**src/hw/rtl/kwc_pkg.sv**
```systemverilog
package kwc_pkg;

  // sample and coefficient formats
  localparam int unsigned PixW          = 8;
  localparam int unsigned CoeffW        = 16;
  localparam int unsigned CoeffFracBits = 8;
  localparam int unsigned RowTaps       = 3;
  localparam int unsigned Taps          = RowTaps * RowTaps;
  localparam int unsigned RowW          = RowTaps * CoeffW;

  // datapath widths: product, product sum, coefficient sum, magnitudes
  localparam int unsigned ProdW   = CoeffW + PixW;
  localparam int unsigned SumW    = ProdW + 4;
  localparam int unsigned WeightW = CoeffW + 4;
  localparam int unsigned MagW    = SumW - 1;
  localparam int unsigned DenW    = WeightW - 1;
  localparam int unsigned QuoW    = PixW;

  localparam int unsigned PixMax    = 255;
  localparam int unsigned DivSteps  = QuoW;
  // products, sums, divide setup, then one stage per quotient bit
  localparam int unsigned PipeDepth = 3 + DivSteps;
  // pipeline plus the two output holding registers
  localparam int unsigned MaxInFlight = PipeDepth + 2;

  localparam int unsigned CfgIdxW = 2;

  typedef enum logic [CfgIdxW-1:0] {
    RegRowTop = 2'd0,
    RegRowMid = 2'd1,
    RegRowBot = 2'd2
  } reg_idx_e;

  localparam logic [RowW-1:0] RowTopRst = 48'h0000_0000_0000;
  localparam logic [RowW-1:0] RowMidRst = 48'h0000_0100_0000;
  localparam logic [RowW-1:0] RowBotRst = 48'h0000_0000_0000;

  // one divider stage's payload
  typedef struct packed {
    logic            bypass;  // quo already final
    logic [QuoW-1:0] quo;
    logic [MagW-1:0] rem;
    logic [DenW-1:0] den;
  } div_t;

endpackage

```
**src/hw/rtl/kwc_div_step.sv**
```systemverilog
module kwc_div_step #(
  parameter int unsigned QuoBit = 0
) (
  input  logic          clk_i,
  input  logic          rst_ni,
  input  logic          en_i,
  input  logic          valid_i,
  input  kwc_pkg::div_t div_i,
  output logic          valid_o,
  output kwc_pkg::div_t div_o
);

  logic [kwc_pkg::MagW-1:0] den_shift;
  logic                     take;
  kwc_pkg::div_t            div_d;
  kwc_pkg::div_t            div_q;
  logic                     valid_q;

  // one restoring step for quotient bit QuoBit
  always_comb begin
    den_shift = kwc_pkg::MagW'(div_i.den) << QuoBit;
    take      = !div_i.bypass && (div_i.rem >= den_shift);
    div_d     = div_i;
    if (take) begin
      div_d.rem         = div_i.rem - den_shift;
      div_d.quo[QuoBit] = 1'b1;
    end
  end

  always_ff @(posedge clk_i or negedge rst_ni) begin
    if (!rst_ni) begin
      valid_q <= 1'b0;
    end else if (en_i) begin
      valid_q <= valid_i;
    end
  end

  always_ff @(posedge clk_i) begin
    if (en_i) begin
      div_q <= div_d;
    end
  end

  assign valid_o = valid_q;
  assign div_o   = div_q;

endmodule

```
**config.mk**
```make
export PLATFORM = sky130hd
export DESIGN_NAME = kwc_div_step
export DESIGN_NICKNAME = d
export VERILOG_FILES = /design/src/hw/rtl/kwc_pkg.sv /design/src/hw/rtl/kwc_div_step.sv
export SDC_FILE = /design/constraint.sdc
export NUM_CORES = 1
export LEC_CHECK = 0
export ABC_AREA = 1
export ABC_CLOCK_PERIOD_IN_PS = 1260
export BUFFER_PORTS_ARGS = -buffer_cell sky130_fd_sc_hd__buf_2
export CORE_UTILIZATION = 30
export DETAILED_ROUTE_END_ITERATION = 8
export PLACE_DENSITY = 0.59
export SETUP_SLACK_MARGIN = 0.02
export SLEW_MARGIN = 20
export SYNTH_ARGS = -nofsm -noshare
export SYNTH_HDL_FRONTEND = slang
export SYNTH_SLANG_ARGS = --single-unit
export TNS_END_PERCENT = 5
```
**constraint.sdc**
```tcl
create_clock -name clk_i -period 1.26 [get_ports clk_i]
set_input_delay 0.063 -clock clk_i [delete_from_list [all_inputs] [get_ports clk_i]]
set_output_delay 0.063 -clock clk_i [all_outputs]
set_load 0.03 [all_outputs]
```
Yosys cells after proc, flatten, opt, wreduce, memory -nomap -nowiden
Cells that the tools add are included.
Cells by class
  mux-type cells: 1
  magnitude comparators: 1
  add/sub/neg operators: 1
  reduce and logical (&&, ||, !) cells: 2
Operators with widths (number)
  $ge A27 B19 Y1: 1
  $mux W27: 1
  $sub A27 B19 Y27: 1
  $logic_and A1 B1 Y1: 1
  $logic_not A1 Y1: 1
Storage, ports and cells
  logic and storage cells: 11
  register bits after elaboration: 56

Logic depth before layout (Yosys ltp)
Gate-level depths: netlist of the first run.
  depth in word-level cells: 3
  depth in mapped cells: 15
  gate-level depth less buffers: 14

Worst setup path before layout of the first run
Ideal clock, no wire load.
  path type: in2reg
  from: input port div_i[17] in the netlist's numbering
  to: register div_q, in the netlist div_o[33] (data pin)
  arrival: 1.450 ns
  required time: 1.008 ns
  library setup time: 0.252 ns
  stages: 13
  setup slack: -0.442 ns
  buffers on the path: 1
  cell sequence: inv_1 ha_1 nand2_2 inv_1 a21oi_1 nand3_1 nor2_2 nand2_4 nand2_8 inv_4 buf_6 nand2_1 nand2_1
RTL lines
  start: declaration: RTL line kwc_div_step.sv:8  | input kwc_pkg::div_t div_i,
  end signal: assignment: RTL line kwc_div_step.sv:40  | div_q <= div_d;
  end: declaration: RTL line kwc_div_step.sv:16  | kwc_pkg::div_t div_q;

==> impl_metrics.prom, run 1 <==
# TYPE chip_impl_metric gauge
chip_impl_metric{name="cts.clk_slew.worst_paths",unit="ns"} 0.07
chip_impl_info{name="setup_repair_after_global_routing_missed_its_margin",value="true"} 1
chip_impl_metric{name="final_max_slew_violation_count",unit=""} 0
chip_impl_metric{name="grt_antenna_before_repair",unit=""} 0
chip_impl_info{name="critical_path_class",value="in -> reg"} 1
chip_impl_metric{name="ys_types",unit=""} 34
chip_impl_metric{name="skew",unit="ns"} 0
chip_impl_metric{name="ys_ff_latch",unit=""} 56
chip_impl_metric{name="post_dp_cell_area",unit="um2"} 5500
chip_impl_info{name="ctsRootBufferMaster",value="sky130_fd_sc_hd__clkbuf_16"} 1
chip_impl_info{name="hold-path-endpoint",value="div_o[46]$_SDFFCE_PP1P_"} 1
chip_impl_metric{name="core_area",unit="um2"} 12200
chip_impl_metric{name="remaining_drc_errors",unit=""} 0
chip_impl_metric{name="avgViaCountPerCell",unit=""} 4.26
chip_impl_metric{name="grt_start_max_net_pins",unit=""} 25
chip_impl_metric{name="r2r_setup_slack",unit="ns"} 0.52
chip_impl_metric{name="setup-violations-final",unit=""} 28
chip_impl_metric{name="fin_ws",unit="ns"} -0.221
chip_impl_metric{name="gp_routability_congestion",unit=""} 0.849
chip_impl_info{name="crit_reg_reg_endpoint",value="valid_o$_DFFE_PN0P_"} 1
chip_impl_metric{name="seq_area_frac_synth",unit="%"} 44.3
chip_impl_metric{name="finalHoldViolations",unit=""} 0
chip_impl_metric{name="syn_inst",unit=""} 491
chip_impl_metric{name="min_path_cells",unit=""} 2
chip_impl_metric{name="cp_data_required_time",unit="ns"} 1.32
chip_impl_metric{name="met3_usage",unit="%"} 2.91
chip_impl_info{name="final_common_cell",value="sky130_fd_sc_hd__nand2_1"} 1
chip_impl_metric{name="instances_no_fill",unit=""} 891
chip_impl_metric{name="static-leakage-power",unit="uW"} 0.00302
chip_impl_metric{name="finish.instance_area",unit="um2"} 6160
chip_impl_metric{name="grt_use_total",unit="%"} 18.1
chip_impl_metric{name="routed_wl",unit="mm"} 11.0
chip_impl_metric{name="slowest_delay",unit="ns"} 0.35
chip_impl_info{name="holdCritStartpoint",value="div_i[46]"} 1
chip_impl_metric{name="htreeDepth",unit=""} 2
chip_impl_metric{name="firstDrtPassIters",unit=""} 4
chip_impl_metric{name="ant_nets",unit=""} 0
chip_impl_info{name="layout_common_cells",value="158 x sky130_fd_sc_hd__nand2_1, 111 x sky130_fd_sc_hd__buf_2, 84 x sky130_fd_sc_hd__buf_4, 77 x sky130_fd_sc_hd__inv_1, 55 x sky130_fd_sc_hd__edfxtp_1"} 1
chip_impl_metric{name="ff_latch_area",unit="um2"} 1680
chip_impl_metric{name="maxCapViolations",unit=""} 0
chip_impl_info{name="timing.critical_path.to_type",value="flip-flop"} 1
chip_impl_info{name="cts_tree",value="done"} 1
chip_impl_metric{name="design.die.area",unit="um2"} 13100
chip_impl_info{name="cp_cell_sequence",value="buf_4, inv_12, ha_4, inv_4, fa_2, nand2_1, nand3_2, nand2_1, nand2_2, buf_4, xnor2_1, o21ai_1"} 1
chip_impl_metric{name="grt-ovfl-total",unit=""} 0
chip_impl_metric{name="drt_iter0_markers",unit=""} 205
chip_impl_metric{name="synth_nets",unit=""} 570
chip_impl_metric{name="irDropWorstVdd",unit="uV"} 519
chip_impl_metric{name="fin_crit_sh",unit="%"} 118
chip_impl_info{name="outcome",value="complete, but fails checks"} 1
chip_impl_metric{name="clock_insertion_delay_worst_skew",unit="ns"} 0.30
chip_impl_metric{name="slew_headroom",unit="%"} 75.1
chip_impl_metric{name="grtUsageMet2",unit="%"} 30.9
chip_impl_metric{name="dp_cells",unit=""} 855
chip_impl_info{name="holdCritPathClass",value="in -> reg"} 1
chip_impl_metric{name="hold-worst-slack",unit="ns"} 0.0215
chip_impl_metric{name="yosysWarningCount",unit=""} 0
chip_impl_metric{name="ios",unit=""} 115
chip_impl_metric{name="die_width",unit="um"} 114
chip_impl_metric{name="final_layout_size_suffix_gt1_share",unit="%"} 44.7
chip_impl_metric{name="syn-mean-instance-area",unit="um2"} 7.71
chip_impl_metric{name="die_height",unit="um"} 114
chip_impl_metric{name="grt_first_pass_wirelength",unit="mm"} 18.3
chip_impl_metric{name="antenna_cells",unit=""} 0
chip_impl_metric{name="finalCoreUtilization",unit="%"} 50.6
chip_impl_info{name="start_kind",value="input pin"} 1
chip_impl_metric{name="routedWlPerCell",unit="um"} 12.3
chip_impl_info{name="violations",value="negative setup slack"} 1
chip_impl_metric{name="final.fill_count",unit=""} 1221
chip_impl_metric{name="final_net_count",unit=""} 801
chip_impl_metric{name="number_of_global_route_vias_before_repair",unit=""} 3848
chip_impl_metric{name="critical_path_fanouts_max",unit=""} 4
chip_impl_metric{name="r2r_cells",unit=""} 1
chip_impl_info{name="reg_to_reg_critical_path_startpoint",value="valid_o$_DFFE_PN0P_"} 1
chip_impl_metric{name="syn_to_final_growth",unit="%"} 62.7
chip_impl_info{name="gate_family_responsible_for_the_most_delay_along_the_worst_path",value="adder cells"} 1
chip_impl_metric{name="gr-usage-met1",unit="%"} 23.2
chip_impl_metric{name="max-clock-path-buffers",unit=""} 2
chip_impl_metric{name="timing.critical_path.buf_inv",unit=""} 4
chip_impl_metric{name="timing_worst_slew_pin_value",unit="ns"} 0.374
chip_impl_metric{name="multi_input_area",unit="um2"} 2180
chip_impl_metric{name="maximum_achievable_frequency",unit="GHz"} 0.675
chip_impl_info{name="slowest_cell_on_the_critical_path",value="sky130_fd_sc_hd__fa_2"} 1
chip_impl_metric{name="numPortBuffers",unit=""} 114
chip_impl_metric{name="floorplan.rows",unit=""} 40
chip_impl_metric{name="period_minus_slack",unit="ns"} 1.48
chip_impl_metric{name="worstPathArrival",unit="ns"} 1.54
chip_impl_metric{name="route.vias.total",unit=""} 3797
chip_impl_info{name="global_route.peak_usage_layer",value="met2"} 1
chip_impl_metric{name="dp_hpwl",unit="mm"} 8.78
chip_impl_metric{name="cts_num_sinks",unit=""} 56
chip_impl_metric{name="floorplan.initialDensity",unit="%"} 31.1
chip_impl_metric{name="post_synth_instance_area",unit="um2"} 3780
chip_impl_metric{name="numCtsBuffers",unit=""} 5
chip_impl_metric{name="power_density_of_the_placed_cells",unit="nW/um2"} 996
-- stage by stage --
stage | setup slack, ns | TNS [ns] | total power (uW)
global route | -0.304 | -7.63 | 6480
global placement | -0.696 | -15.69 | 4350
CTS | -0.254 | -5.74 | 6130
finish | -0.221 | -5.17 | 6130
detailed placement | -0.703 | -16.38 | 4370
floorplan | -0.314 | -8.03 | 3540
-- kinds of logic (layout without fill, tap and decap cells) --
family | after synthesis | in the layout | synth area share (%)
adder cells (fa/ha/maj) | 20 | 20 | 6.81
flip-flops | 56 | 56 | 44.3
buffers and inverters | 95 | 327 | 10.2
AND/OR/NAND/NOR | 281 | 281 | 31.1
multiplexers | 1 | 1 | 0.297
XOR/XNOR | 14 | 14 | 3.24
AO/OA/AOI/OAI | 24 | 24 | 4.03
-- layout make-up --
cell class	instances	share of cell area (%)
multi-input combinational	340	35.3
clock buffer	5	2.03
inverter	91	5.91
tap	168	3.41
timing repair buffer	228	25.3
sequential	56	27.2
clock inverter	3	0.772
-- synthesized netlist by cell type (all sizes together) --
| cell type | n | area [um2] |
|---|---|---|
| or2 | 2 | 12.5 |
| nand3 | 30 | 155 |
| o21ai | 12 | 90.1 |
| inv | 89 | 337 |
| ha | 19 | 238 |
| dfrtp | 1 | 25.0 |
| nand4 | 5 | 31.3 |
| and2 | 1 | 6.26 |
| fa | 1 | 20.0 |
| nor4 | 1 | 6.26 |
| nor3 | 4 | 25.0 |
| nand2 | 196 | 769 |
| clkinv | 2 | 7.51 |
| buf | 4 | 41.3 |
| xnor2 | 10 | 87.6 |
| mux2 | 1 | 11.3 |
| edfxtp | 55 | 1650 |
| nor2 | 41 | 166 |
| o21bai | 1 | 7.51 |
| or3 | 1 | 6.26 |
| xor2 | 4 | 35.0 |
| a21oi | 11 | 55.1 |
-- registers in the layout (all words and copies together) (netlist names) --
| name | flops |
|---|---|
| div_o | 55 |
| valid_o | 1 |
-- where the power goes --
part / internal, uW / switching, uW
clock network: 946 / 693
logic: 935 / 1260
registers: 2260 / 37.6
total: 4140 / 2000
-- how the worst max path moves through the flow --
stage	startpoint	end	slack [ns]	depth (start not counted)
2_1_floorplan	div_i[19]	div_o[35]$_DFFE_PP_	-0.31	13
3_3_place_gp	div_i[19]	div_o[37]$_DFFE_PP_	-0.70	15
3_5_place_dp	div_i[19]	div_o[39]$_DFFE_PP_	-0.70	15
4_1_cts	div_i[33]	div_o[44]$_DFFE_PP_	-0.25	13
5_1_grt	div_i[19]	div_o[39]$_DFFE_PP_	-0.30	15
6_report	div_i[19]	div_o[29]$_DFFE_PP_	-0.22	12
-- layer usage --
layer,routed length (um),part of all wire [%],vias up
li1,-,-,2003
met1,5160,47,1695
met2,5240,48,89
met3,378,3.4,10
met4,182,1.7,0
met5,0,0,-
-- timing repair --
action	4_1_cts	5_1_grt
pin swaps	7	10
endpoints found under the setup margin	28	28
hold buffers	26	0
resized for setup	27	42
buffers inserted	1	1
hold endpoints to repair	26	0
(Power assumes the default switching activity.)
==> run 2, diff against run 1 <==
--- a/config.mk
+++ b/config.mk
@@ -8,9 +8,9 @@
 export ABC_AREA = 1
 export ABC_CLOCK_PERIOD_IN_PS = 1260
 export BUFFER_PORTS_ARGS = -buffer_cell sky130_fd_sc_hd__buf_2
-export CORE_UTILIZATION = 30
+export CORE_UTILIZATION = 56
 export DETAILED_ROUTE_END_ITERATION = 8
-export PLACE_DENSITY = 0.59
+export PLACE_DENSITY = 0.94
 export SETUP_SLACK_MARGIN = 0.02
 export SLEW_MARGIN = 20
 export SYNTH_ARGS = -nofsm -noshare
==> run 2 against run 1 <==
Compared with the run above:
- the run now fails in 5_1_grt
- synthesized cell count stayed put
- synthesized area stayed put
==> impl_metrics.prom, run 2 <==
# TYPE chip_impl_metric gauge
chip_impl_info{name="stop_stage",value="5_1_grt"} 1
chip_impl_metric{name="cts_num_sinks",unit=""} 56
chip_impl_metric{name="post_synth_instance_area",unit="um2"} 3780
chip_impl_metric{name="grt-ovfl-total",unit=""} 6
chip_impl_metric{name="synth.top_cell.area_share",unit="%"} 43.6
chip_impl_metric{name="grt_start_max_net_pins",unit=""} 28
chip_impl_metric{name="die_width",unit="um"} 84.2
chip_impl_info{name="synth_top_cells_by_count",value="190 x sky130_fd_sc_hd__nand2_1, 87 x sky130_fd_sc_hd__inv_1, 55 x sky130_fd_sc_hd__edfxtp_1"} 1
chip_impl_metric{name="seq_area_frac_synth",unit="%"} 44.3
chip_impl_metric{name="syn-mean-instance-area",unit="um2"} 7.71
chip_impl_metric{name="syn_inst",unit=""} 491
chip_impl_info{name="ctsRootBufferMaster",value="sky130_fd_sc_hd__clkbuf_8"} 1
chip_impl_metric{name="die_height",unit="um"} 84.2
chip_impl_metric{name="gp_routability_congestion",unit=""} 0.932
chip_impl_metric{name="ios",unit=""} 115
chip_impl_metric{name="grt_use_total",unit="%"} 69.5
chip_impl_metric{name="max-clock-path-buffers",unit=""} 2
chip_impl_info{name="grt-worst-endpoint",value="div_o[29]$_DFFE_PP_/D"} 1
chip_impl_metric{name="synth_edf_count",unit=""} 55
chip_impl_metric{name="htreeDepth",unit=""} 2
chip_impl_metric{name="dp_hpwl",unit="mm"} 9.06
chip_impl_info{name="synth_ff_type",value="sky130_fd_sc_hd__edfxtp_1"} 1
chip_impl_metric{name="yosysWarningCount",unit=""} 0
chip_impl_info{name="outcome",value="aborted with a tool error"} 1
chip_impl_metric{name="ys_types",unit=""} 34
chip_impl_info{name="synth.area.top_cells",value="sky130_fd_sc_hd__edfxtp_1 44%, sky130_fd_sc_hd__nand2_1 19%, sky130_fd_sc_hd__inv_1 8.6%, sky130_fd_sc_hd__ha_1 6.3%, sky130_fd_sc_hd__nand3_1 3.8%"} 1
chip_impl_info{name="error",value="[ERROR GRT-0232] Routing congestion too high. Check the congestion heatmap in the GUI."} 1
chip_impl_metric{name="post_dp_cell_area",unit="um2"} 5290
chip_impl_info{name="yosysTopAreaCell",value="sky130_fd_sc_hd__edfxtp_1"} 1
chip_impl_metric{name="floorplan.rows",unit=""} 29
chip_impl_metric{name="numPortBuffers",unit=""} 114
chip_impl_metric{name="numCtsBuffers",unit=""} 5
chip_impl_info{name="yosysMostFrequentCell",value="sky130_fd_sc_hd__nand2_1"} 1
chip_impl_metric{name="floorplan.initialDensity",unit="%"} 58.9
chip_impl_metric{name="synth_nets",unit=""} 570
chip_impl_metric{name="synthArstFlopShare",unit="%"} 1.79
chip_impl_info{name="endpoint_type",value="register data pin"} 1
chip_impl_metric{name="ys_ff_latch",unit=""} 56
## run 2: repair_timing
action / CTS
resized for setup: 52
pin swaps: 16
endpoints found under the hold margin: 30
hold buffers: 29
setup endpoints to repair: 28
buffers inserted: 2
## run 2: stage by stage
step / setup slack [ns] / instances / hold slack, ns / TNS [ns]
CTS: -0.251 / 791 / -0.0415 / -5.94
floorplan: -0.314 / 491 / -0.233 / -8.03
global placement: -0.552 / 752 / -0.163 / -13.64
detailed placement: -0.662 / 752 / -0.159 / -16.67
## run 2: routing by layer
metal / GRT overflow / track usage [%]
met1: 0 / 71.8
met2: 3 / 88.2
met4: 3 / 65.8
met3: 0 / 51.5
met5: 0 / 11.9
## run 2: cells by family after synthesis
| kind of cell | share of synthesized area (%) |
|---|---|
| adders and majority gates | 6.81 |
| xor gates and xnor gates | 3.24 |
| buffers and inverters | 10.2 |
| muxes | 0.297 |
| and+or+nand+nor | 31.1 |
| DFF | 44.3 |
| AOI/OAI and AO/OA | 4.03 |
==> run 3, diff against run 2 <==
--- a/config.mk
+++ b/config.mk
@@ -8,10 +8,9 @@
 export ABC_AREA = 1
 export ABC_CLOCK_PERIOD_IN_PS = 1260
 export BUFFER_PORTS_ARGS = -buffer_cell sky130_fd_sc_hd__buf_2
-export CORE_UTILIZATION = 56
+export CORE_UTILIZATION = 40
 export DETAILED_ROUTE_END_ITERATION = 8
-export PLACE_DENSITY = 0.94
-export SETUP_SLACK_MARGIN = 0.02
+export PLACE_DENSITY_LB_ADDON = 0.15
 export SLEW_MARGIN = 20
 export SYNTH_ARGS = -nofsm -noshare
 export SYNTH_HDL_FRONTEND = slang
==> run 3 against run 2 <==
Compared with the run above:
- the flow now finishes, with violations (negative setup slack)
==> impl_metrics.prom, run 3 (same netlist as run 1, synthesis figures left out) <==
# TYPE chip_impl_metric gauge
chip_impl_info{name="cp_cell_sequence",value="buf_2, inv_1, ha_1, nand2_2, inv_1, nand2_1, nand3_1, nand2_1, nand3_2, nand2_4, nand2_4, nand2_8, inv_4, or2_1"} 1
chip_impl_metric{name="final_net_count",unit=""} 798
chip_impl_info{name="slowest_cell_on_the_critical_path",value="sky130_fd_sc_hd__ha_1"} 1
chip_impl_metric{name="die_height",unit="um"} 99.3
chip_impl_metric{name="final.fill_count",unit=""} 849
chip_impl_metric{name="routedWlPerCell",unit="um"} 12.3
chip_impl_info{name="cts_tree",value="done"} 1
chip_impl_metric{name="ant_nets",unit=""} 0
chip_impl_metric{name="avgViaCountPerCell",unit=""} 4.57
chip_impl_metric{name="finalHoldViolations",unit=""} 0
chip_impl_metric{name="fin_total_pwr",unit="uW"} 5440
chip_impl_metric{name="p_sw",unit="uW"} 1880
chip_impl_metric{name="maximum_achievable_frequency",unit="GHz"} 0.676
chip_impl_metric{name="min_path_cells",unit=""} 2
chip_impl_metric{name="r2r_cells",unit=""} 1
chip_impl_metric{name="grt_use_total",unit="%"} 21.3
chip_impl_metric{name="critical_path_fanouts_max",unit=""} 14
chip_impl_info{name="start_kind",value="input pin"} 1
chip_impl_info{name="holdCritPathClass",value="in -> reg"} 1
chip_impl_metric{name="number_of_flip_flops_under_the_largest_register_name",unit=""} 55
chip_impl_metric{name="skew",unit="ns"} 0
chip_impl_metric{name="design.die.area",unit="um2"} 9860
chip_impl_info{name="holdCritStartpoint",value="div_i[46]"} 1
chip_impl_metric{name="routed_wl",unit="mm"} 10.2
chip_impl_metric{name="worstPathArrival",unit="ns"} 1.55
chip_impl_info{name="final_common_cell",value="sky130_fd_sc_hd__nand2_1"} 1
chip_impl_info{name="critical_path_class",value="in -> reg"} 1
chip_impl_info{name="gate_family_responsible_for_the_most_delay_along_the_worst_path",value="simple AND/OR/NAND/NOR gates"} 1
chip_impl_info{name="layout_common_cells",value="167 x sky130_fd_sc_hd__nand2_1, 113 x sky130_fd_sc_hd__buf_2, 82 x sky130_fd_sc_hd__inv_1, 79 x sky130_fd_sc_hd__buf_4, 55 x sky130_fd_sc_hd__edfxtp_1"} 1
chip_impl_metric{name="setup-violations-final",unit=""} 28
chip_impl_metric{name="static-leakage-power",unit="uW"} 0.00297
chip_impl_metric{name="power_density_of_the_placed_cells",unit="nW/um2"} 920
chip_impl_metric{name="grt-ovfl-total",unit=""} 0
chip_impl_info{name="violations",value="negative setup slack"} 1
chip_impl_info{name="setup_repair_after_global_routing_missed_its_margin",value="true"} 1
chip_impl_metric{name="syn_to_final_growth",unit="%"} 56.3
chip_impl_metric{name="fin_crit_sh",unit="%"} 117
chip_impl_metric{name="clock_insertion_delay_worst_skew",unit="ns"} 0.31
chip_impl_metric{name="core_area",unit="um2"} 9200
chip_impl_metric{name="fin_ws",unit="ns"} -0.219
chip_impl_metric{name="cp_data_required_time",unit="ns"} 1.33
chip_impl_metric{name="gp_routability_congestion",unit=""} 0.844
chip_impl_info{name="timing.critical_path.to_type",value="flip-flop"} 1
chip_impl_info{name="outcome",value="complete, but fails checks"} 1
chip_impl_metric{name="drt_iter0_markers",unit=""} 107
chip_impl_metric{name="max-clock-path-buffers",unit=""} 2
chip_impl_info{name="reg_to_reg_critical_path_startpoint",value="valid_o$_DFFE_PN0P_"} 1
chip_impl_metric{name="hold-worst-slack",unit="ns"} 0.0111
chip_impl_metric{name="numPortBuffers",unit=""} 114
chip_impl_metric{name="grt_start_max_net_pins",unit=""} 54
chip_impl_metric{name="antenna_cells",unit=""} 0
chip_impl_metric{name="final_layout_size_suffix_gt1_share",unit="%"} 41.1
chip_impl_metric{name="htreeDepth",unit=""} 2
chip_impl_info{name="ctsRootBufferMaster",value="sky130_fd_sc_hd__clkbuf_8"} 1
chip_impl_metric{name="firstDrtPassIters",unit=""} 4
chip_impl_metric{name="die_width",unit="um"} 99.3
chip_impl_metric{name="cts.clk_slew.worst_paths",unit="ns"} 0.10
chip_impl_metric{name="timing.critical_path.buf_inv",unit=""} 4
chip_impl_info{name="crit_reg_reg_endpoint",value="valid_o$_DFFE_PN0P_"} 1
chip_impl_metric{name="floorplan.rows",unit=""} 35
chip_impl_metric{name="ios",unit=""} 115
chip_impl_metric{name="timing_worst_slew_pin_value",unit="ns"} 0.298
chip_impl_metric{name="slew_headroom",unit="%"} 80.0
chip_impl_metric{name="comb_power_share",unit="%"} 39.3
chip_impl_metric{name="netSwitchingFraction",unit="%"} 34.6
chip_impl_metric{name="clk_network_pwr_share",unit="%"} 18.6
chip_impl_metric{name="dp_hpwl",unit="mm"} 7.94
chip_impl_metric{name="period_minus_slack",unit="ns"} 1.48
chip_impl_metric{name="route.vias.total",unit=""} 3800
chip_impl_metric{name="floorplan.initialDensity",unit="%"} 41.2
chip_impl_metric{name="maxCapViolations",unit=""} 0
chip_impl_metric{name="r2r_setup_slack",unit="ns"} 0.51
chip_impl_metric{name="final.setup.tns",unit="ns"} -5.27
chip_impl_metric{name="cts_num_sinks",unit=""} 56
chip_impl_info{name="hold-path-endpoint",value="div_o[46]$_SDFFCE_PP1P_"} 1
chip_impl_metric{name="seq_power_share",unit="%"} 42.1
chip_impl_metric{name="remaining_drc_errors",unit=""} 0
chip_impl_metric{name="final_max_slew_violation_count",unit=""} 0
chip_impl_metric{name="grt_first_pass_wirelength",unit="mm"} 16.7
chip_impl_metric{name="numCtsBuffers",unit=""} 5
chip_impl_metric{name="intPower",unit="uW"} 3560
chip_impl_metric{name="grt_antenna_before_repair",unit=""} 0
chip_impl_metric{name="number_of_global_route_vias_before_repair",unit=""} 3636
chip_impl_metric{name="irDropWorstVdd",unit="uV"} 549
chip_impl_metric{name="slowest_delay",unit="ns"} 0.31
-- run 3: worst max path at each step --
| stage | cells past startpoint | startpoint | to |
|---|---|---|---|
| 6_report | 14 | div_i[1] | div_o[46]$_SDFFCE_PP1P_ |
| 5_1_grt | 15 | div_i[4] | div_o[37]$_DFFE_PP_ |
| 4_1_cts | 14 | div_i[1] | div_o[46]$_SDFFCE_PP1P_ |
| 3_5_place_dp | 15 | div_i[19] | div_o[37]$_DFFE_PP_ |
| 3_3_place_gp | 15 | div_i[19] | div_o[37]$_DFFE_PP_ |
| 2_1_floorplan | 13 | div_i[19] | div_o[35]$_DFFE_PP_ |
-- run 3: per-stage QoR --
| stage | worst slack [ns] | instances | util [%] | cell area [um2] |
|---|---|---|---|---|
| after global placement | -0.658 | 793 | 58.5 | 5380 |
| after CTS | -0.247 | 831 | 63.6 | 5850 |
| after floorplan | -0.314 | 491 | - | 4070 |
| final | -0.219 | 831 | 64.3 | 5910 |
| after global routing | -0.327 | 831 | 64.3 | 5910 |
| after detailed placement | -0.670 | 793 | 58.5 | 5380 |
-- run 3: final cells by class --
| cell class | instances | area (um2) | area share, % |
|---|---|---|---|
| sequential | 56 | 1680 | 28.3 |
| multi-input combinational | 340 | 2130 | 36.0 |
| tap | 111 | 139 | 2.35 |
| clock buffer | 5 | 68.8 | 1.16 |
| clock inverter | 3 | 17.5 | 0.296 |
| inverter | 91 | 362 | 6.11 |
| timing repair buffer | 225 | 1520 | 25.7 |
-- run 3: timing repair --
item | CTS | global route
hold buffers | 29 | 0
setup endpoints to repair | 28 | 28
hold endpoints to repair | 29 | 0
pin swaps | 7 | 3
gates resized for setup | 26 | 17
setup buffers | 1 | 0
-- run 3: metal layers --
layer / track usage, % / up-vias / routed length (um)
li1: - / 1990 / -
met1: 28.6 / 1709 / 4830
met2: 36.9 / 89 / 4890
met3: 2.74 / 12 / 364
met4: 4.75 / 0 / 123
met5: 0 / - / 0
-- run 3: power groups by stage --
stage	sequential, uW	clock, uW	combinational [uW]
after floorplan	2720	0	827
after global placement	2330	0	1970
after detailed placement	2330	0	1990
after CTS	2290	1070	2100
after global routing	2310	1110	2330
final	2290	1010	2140
==> run 4, diff against run 3 <==
--- a/config.mk
+++ b/config.mk
@@ -8,9 +8,12 @@
 export ABC_AREA = 1
 export ABC_CLOCK_PERIOD_IN_PS = 1260
 export BUFFER_PORTS_ARGS = -buffer_cell sky130_fd_sc_hd__buf_2
+export CORE_ASPECT_RATIO = 2
 export CORE_UTILIZATION = 40
 export DETAILED_ROUTE_END_ITERATION = 8
 export PLACE_DENSITY_LB_ADDON = 0.15
+export RECOVER_POWER = 25
+export SETUP_SLACK_MARGIN = 0.3
 export SLEW_MARGIN = 20
 export SYNTH_ARGS = -nofsm -noshare
 export SYNTH_HDL_FRONTEND = slang
==> run 4 against run 3 <==
Compared with the run above:
- the flow finishes with violations (design-rule violations, negative setup slack)
- sequential cell count did not move
- clock skew did not move
- first-iteration DRC count fell by 0.93%
- critical path type unchanged
- largest power group unchanged
==> impl_metrics.prom, run 4 (same netlist as run 1, synthesis figures left out) <==
# TYPE chip_impl_metric gauge
chip_impl_info{name="outcome",value="complete, but fails checks"} 1
chip_impl_info{name="violations",value="design-rule violations, negative setup slack"} 1
chip_impl_metric{name="routed_wl",unit="mm"} 11.6
chip_impl_metric{name="cts.clk_slew.worst_paths",unit="ns"} 0.08
chip_impl_info{name="setup_repair_after_global_routing_missed_its_margin",value="true"} 1
chip_impl_metric{name="post_dp_cell_area",unit="um2"} 5450
chip_impl_metric{name="dp_hpwl",unit="mm"} 9.24
chip_impl_metric{name="finalCoreUtilization",unit="%"} 67.1
chip_impl_metric{name="cts_num_sinks",unit=""} 56
chip_impl_metric{name="remaining_drc_errors",unit=""} 16
chip_impl_info{name="critical_path_class",value="in -> reg"} 1
chip_impl_metric{name="dp_cells",unit=""} 793
chip_impl_metric{name="gp_routability_congestion",unit=""} 0.844
chip_impl_metric{name="static-leakage-power",unit="uW"} 0.00304
chip_impl_metric{name="number_of_flip_flops_under_the_largest_register_name",unit=""} 55
chip_impl_info{name="holdCritPathClass",value="in -> reg"} 1
chip_impl_metric{name="timing_worst_slew_pin_value",unit="ns"} 0.594
chip_impl_info{name="layout_common_cells",value="155 x sky130_fd_sc_hd__nand2_1, 107 x sky130_fd_sc_hd__buf_2, 89 x sky130_fd_sc_hd__buf_4, 73 x sky130_fd_sc_hd__inv_1, 55 x sky130_fd_sc_hd__edfxtp_1"} 1
chip_impl_metric{name="floorplan.initialDensity",unit="%"} 41.7
chip_impl_metric{name="critical_path_fanouts_max",unit=""} 11
chip_impl_metric{name="instances_no_fill",unit=""} 832
chip_impl_metric{name="avgViaCountPerCell",unit=""} 4.69
chip_impl_metric{name="final_max_slew_violation_count",unit=""} 0
chip_impl_metric{name="max-clock-path-buffers",unit=""} 2
chip_impl_metric{name="floorplan.rows",unit=""} 49
chip_impl_metric{name="worstPathArrival",unit="ns"} 1.57
chip_impl_metric{name="grt_first_pass_wirelength",unit="mm"} 18.0
chip_impl_metric{name="fin_ws",unit="ns"} -0.259
chip_impl_metric{name="numPortBuffers",unit=""} 114
chip_impl_info{name="start_kind",value="input pin"} 1
chip_impl_metric{name="finalHoldViolations",unit=""} 0
chip_impl_metric{name="grt_start_max_net_pins",unit=""} 23
chip_impl_metric{name="die_width",unit="um"} 70.8
chip_impl_info{name="timing.critical_path.to_type",value="flip-flop"} 1
chip_impl_metric{name="setup-violations-final",unit=""} 28
chip_impl_metric{name="grt-ovfl-total",unit=""} 0
chip_impl_metric{name="number_of_global_route_vias_before_repair",unit=""} 3989
chip_impl_metric{name="htreeDepth",unit=""} 2
chip_impl_metric{name="clock_insertion_delay_worst_skew",unit="ns"} 0.29
chip_impl_metric{name="grt_use_total",unit="%"} 23.6
chip_impl_metric{name="final.fill_count",unit=""} 792
chip_impl_metric{name="final_layout_size_suffix_gt1_share",unit="%"} 44.4
chip_impl_metric{name="die_height",unit="um"} 140
chip_impl_metric{name="design.die.area",unit="um2"} 9880
chip_impl_metric{name="finish.instance_area",unit="um2"} 6090
chip_impl_metric{name="maximum_achievable_frequency",unit="GHz"} 0.658
chip_impl_metric{name="slew_headroom",unit="%"} 60.4
chip_impl_metric{name="firstDrtPassIters",unit=""} 6
chip_impl_metric{name="fin_crit_sh",unit="%"} 121
chip_impl_info{name="cts_tree",value="done"} 1
chip_impl_metric{name="cp_data_required_time",unit="ns"} 1.31
chip_impl_metric{name="irDropWorstVdd",unit="uV"} 818
chip_impl_metric{name="grt_antenna_before_repair",unit=""} 0
chip_impl_metric{name="ios",unit=""} 115
chip_impl_metric{name="antenna_cells",unit=""} 0
chip_impl_metric{name="ant_nets",unit=""} 0
chip_impl_metric{name="syn_to_final_growth",unit="%"} 60.8
chip_impl_metric{name="drt_iter0_markers",unit=""} 106
chip_impl_info{name="ctsRootBufferMaster",value="sky130_fd_sc_hd__clkbuf_16"} 1
chip_impl_metric{name="maxCapViolations",unit=""} 0
chip_impl_info{name="final_common_cell",value="sky130_fd_sc_hd__nand2_1"} 1
chip_impl_metric{name="skew",unit="ns"} 0
chip_impl_metric{name="routedWlPerCell",unit="um"} 14.0
chip_impl_metric{name="final_net_count",unit=""} 808
chip_impl_metric{name="power_density_of_the_placed_cells",unit="nW/um2"} 985
chip_impl_metric{name="core_area",unit="um2"} 9070
chip_impl_metric{name="fin_total_pwr",unit="uW"} 6000
chip_impl_metric{name="period_minus_slack",unit="ns"} 1.52
chip_impl_metric{name="route.vias.total",unit=""} 3902
chip_impl_metric{name="numCtsBuffers",unit=""} 5
chip_impl_metric{name="hold-worst-slack",unit="ns"} 0.0215
run 4: final cells by class:
cell class / instances / area [um2] / area share [%]
clock buffer: 5 / 125 / 2.06
clock inverter: 3 / 25.0 / 0.411
inverter: 91 / 367 / 6.02
multi-input combinational: 340 / 2160 / 35.5
sequential: 56 / 1680 / 27.5
tap: 102 / 128 / 2.10
timing repair buffer: 235 / 1600 / 26.4
run 4: critical path, cell delays in order:
cell	delay, ns
sky130_fd_sc_hd__buf_2	0.14
sky130_fd_sc_hd__ha_4	0.31
sky130_fd_sc_hd__nand2_4	0.06
sky130_fd_sc_hd__nor2_4	0.12
sky130_fd_sc_hd__nand2_2	0.07
sky130_fd_sc_hd__clkinv_2	0.05
sky130_fd_sc_hd__nand2_1	0.07
sky130_fd_sc_hd__nor2_2	0.15
sky130_fd_sc_hd__nor2_4	0.06
sky130_fd_sc_hd__nand2_4	0.09
sky130_fd_sc_hd__nand2_8	0.09
sky130_fd_sc_hd__buf_12	0.16
sky130_fd_sc_hd__nand2_1	0.06
sky130_fd_sc_hd__nand2_1	0.06
run 4: worst paths after layout:
check	start	end	slack [ns]	depth (start not counted)
worst max-delay path	div_i[29]	div_o[40]$_DFFE_PP_	-0.26	14
worst min-delay path	div_i[46]	div_o[46]$_SDFFCE_PP1P_	0.02	2
worst max register to register	valid_o$_DFFE_PN0P_	valid_o$_DFFE_PN0P_	0.51	1
worst min register to register	valid_o$_DFFE_PN0P_	valid_o$_DFFE_PN0P_	0.52	1
max in group asynchronous	rst_ni	valid_o$_DFFE_PN0P_	1.09	2
min in group asynchronous	rst_ni	valid_o$_DFFE_PN0P_	0.06	2
run 4: per-layer routing:
metal / track usage, % / share of wire (%)
met5: 0 / 0
met4: 8.84 / 2.7
met3: 1.96 / 2.6
met2: 50.5 / 61
met1: 21.4 / 34
run 4: power by group:
group | internal (uW) | switching, uW | leakage, uW | total (uW)
Combinational | 964 | 1270 | 0.00242 | 2240
Clock | 754 | 702 | 0.0000708 | 1460
Sequential | 2260 | 45.7 | 0.000549 | 2300
run 4: through the flow:
stage,setup slack [ns],TNS [ns]
finish,-0.259,-6.51
global route,-0.355,-8.92
detailed placement,-0.700,-17.39
global placement,-0.663,-17.85
floorplan,-0.314,-8.03
CTS,-0.275,-6.30
run 4: timing repair:
item                       4_1_cts  5_1_grt
buffers inserted                 1        1
pin swaps                       11        9
setup endpoints to repair       29       30
gates cloned                     0        1
hold buffers                    28        0
gates resized for setup         35       36
hold endpoints to repair        28        0
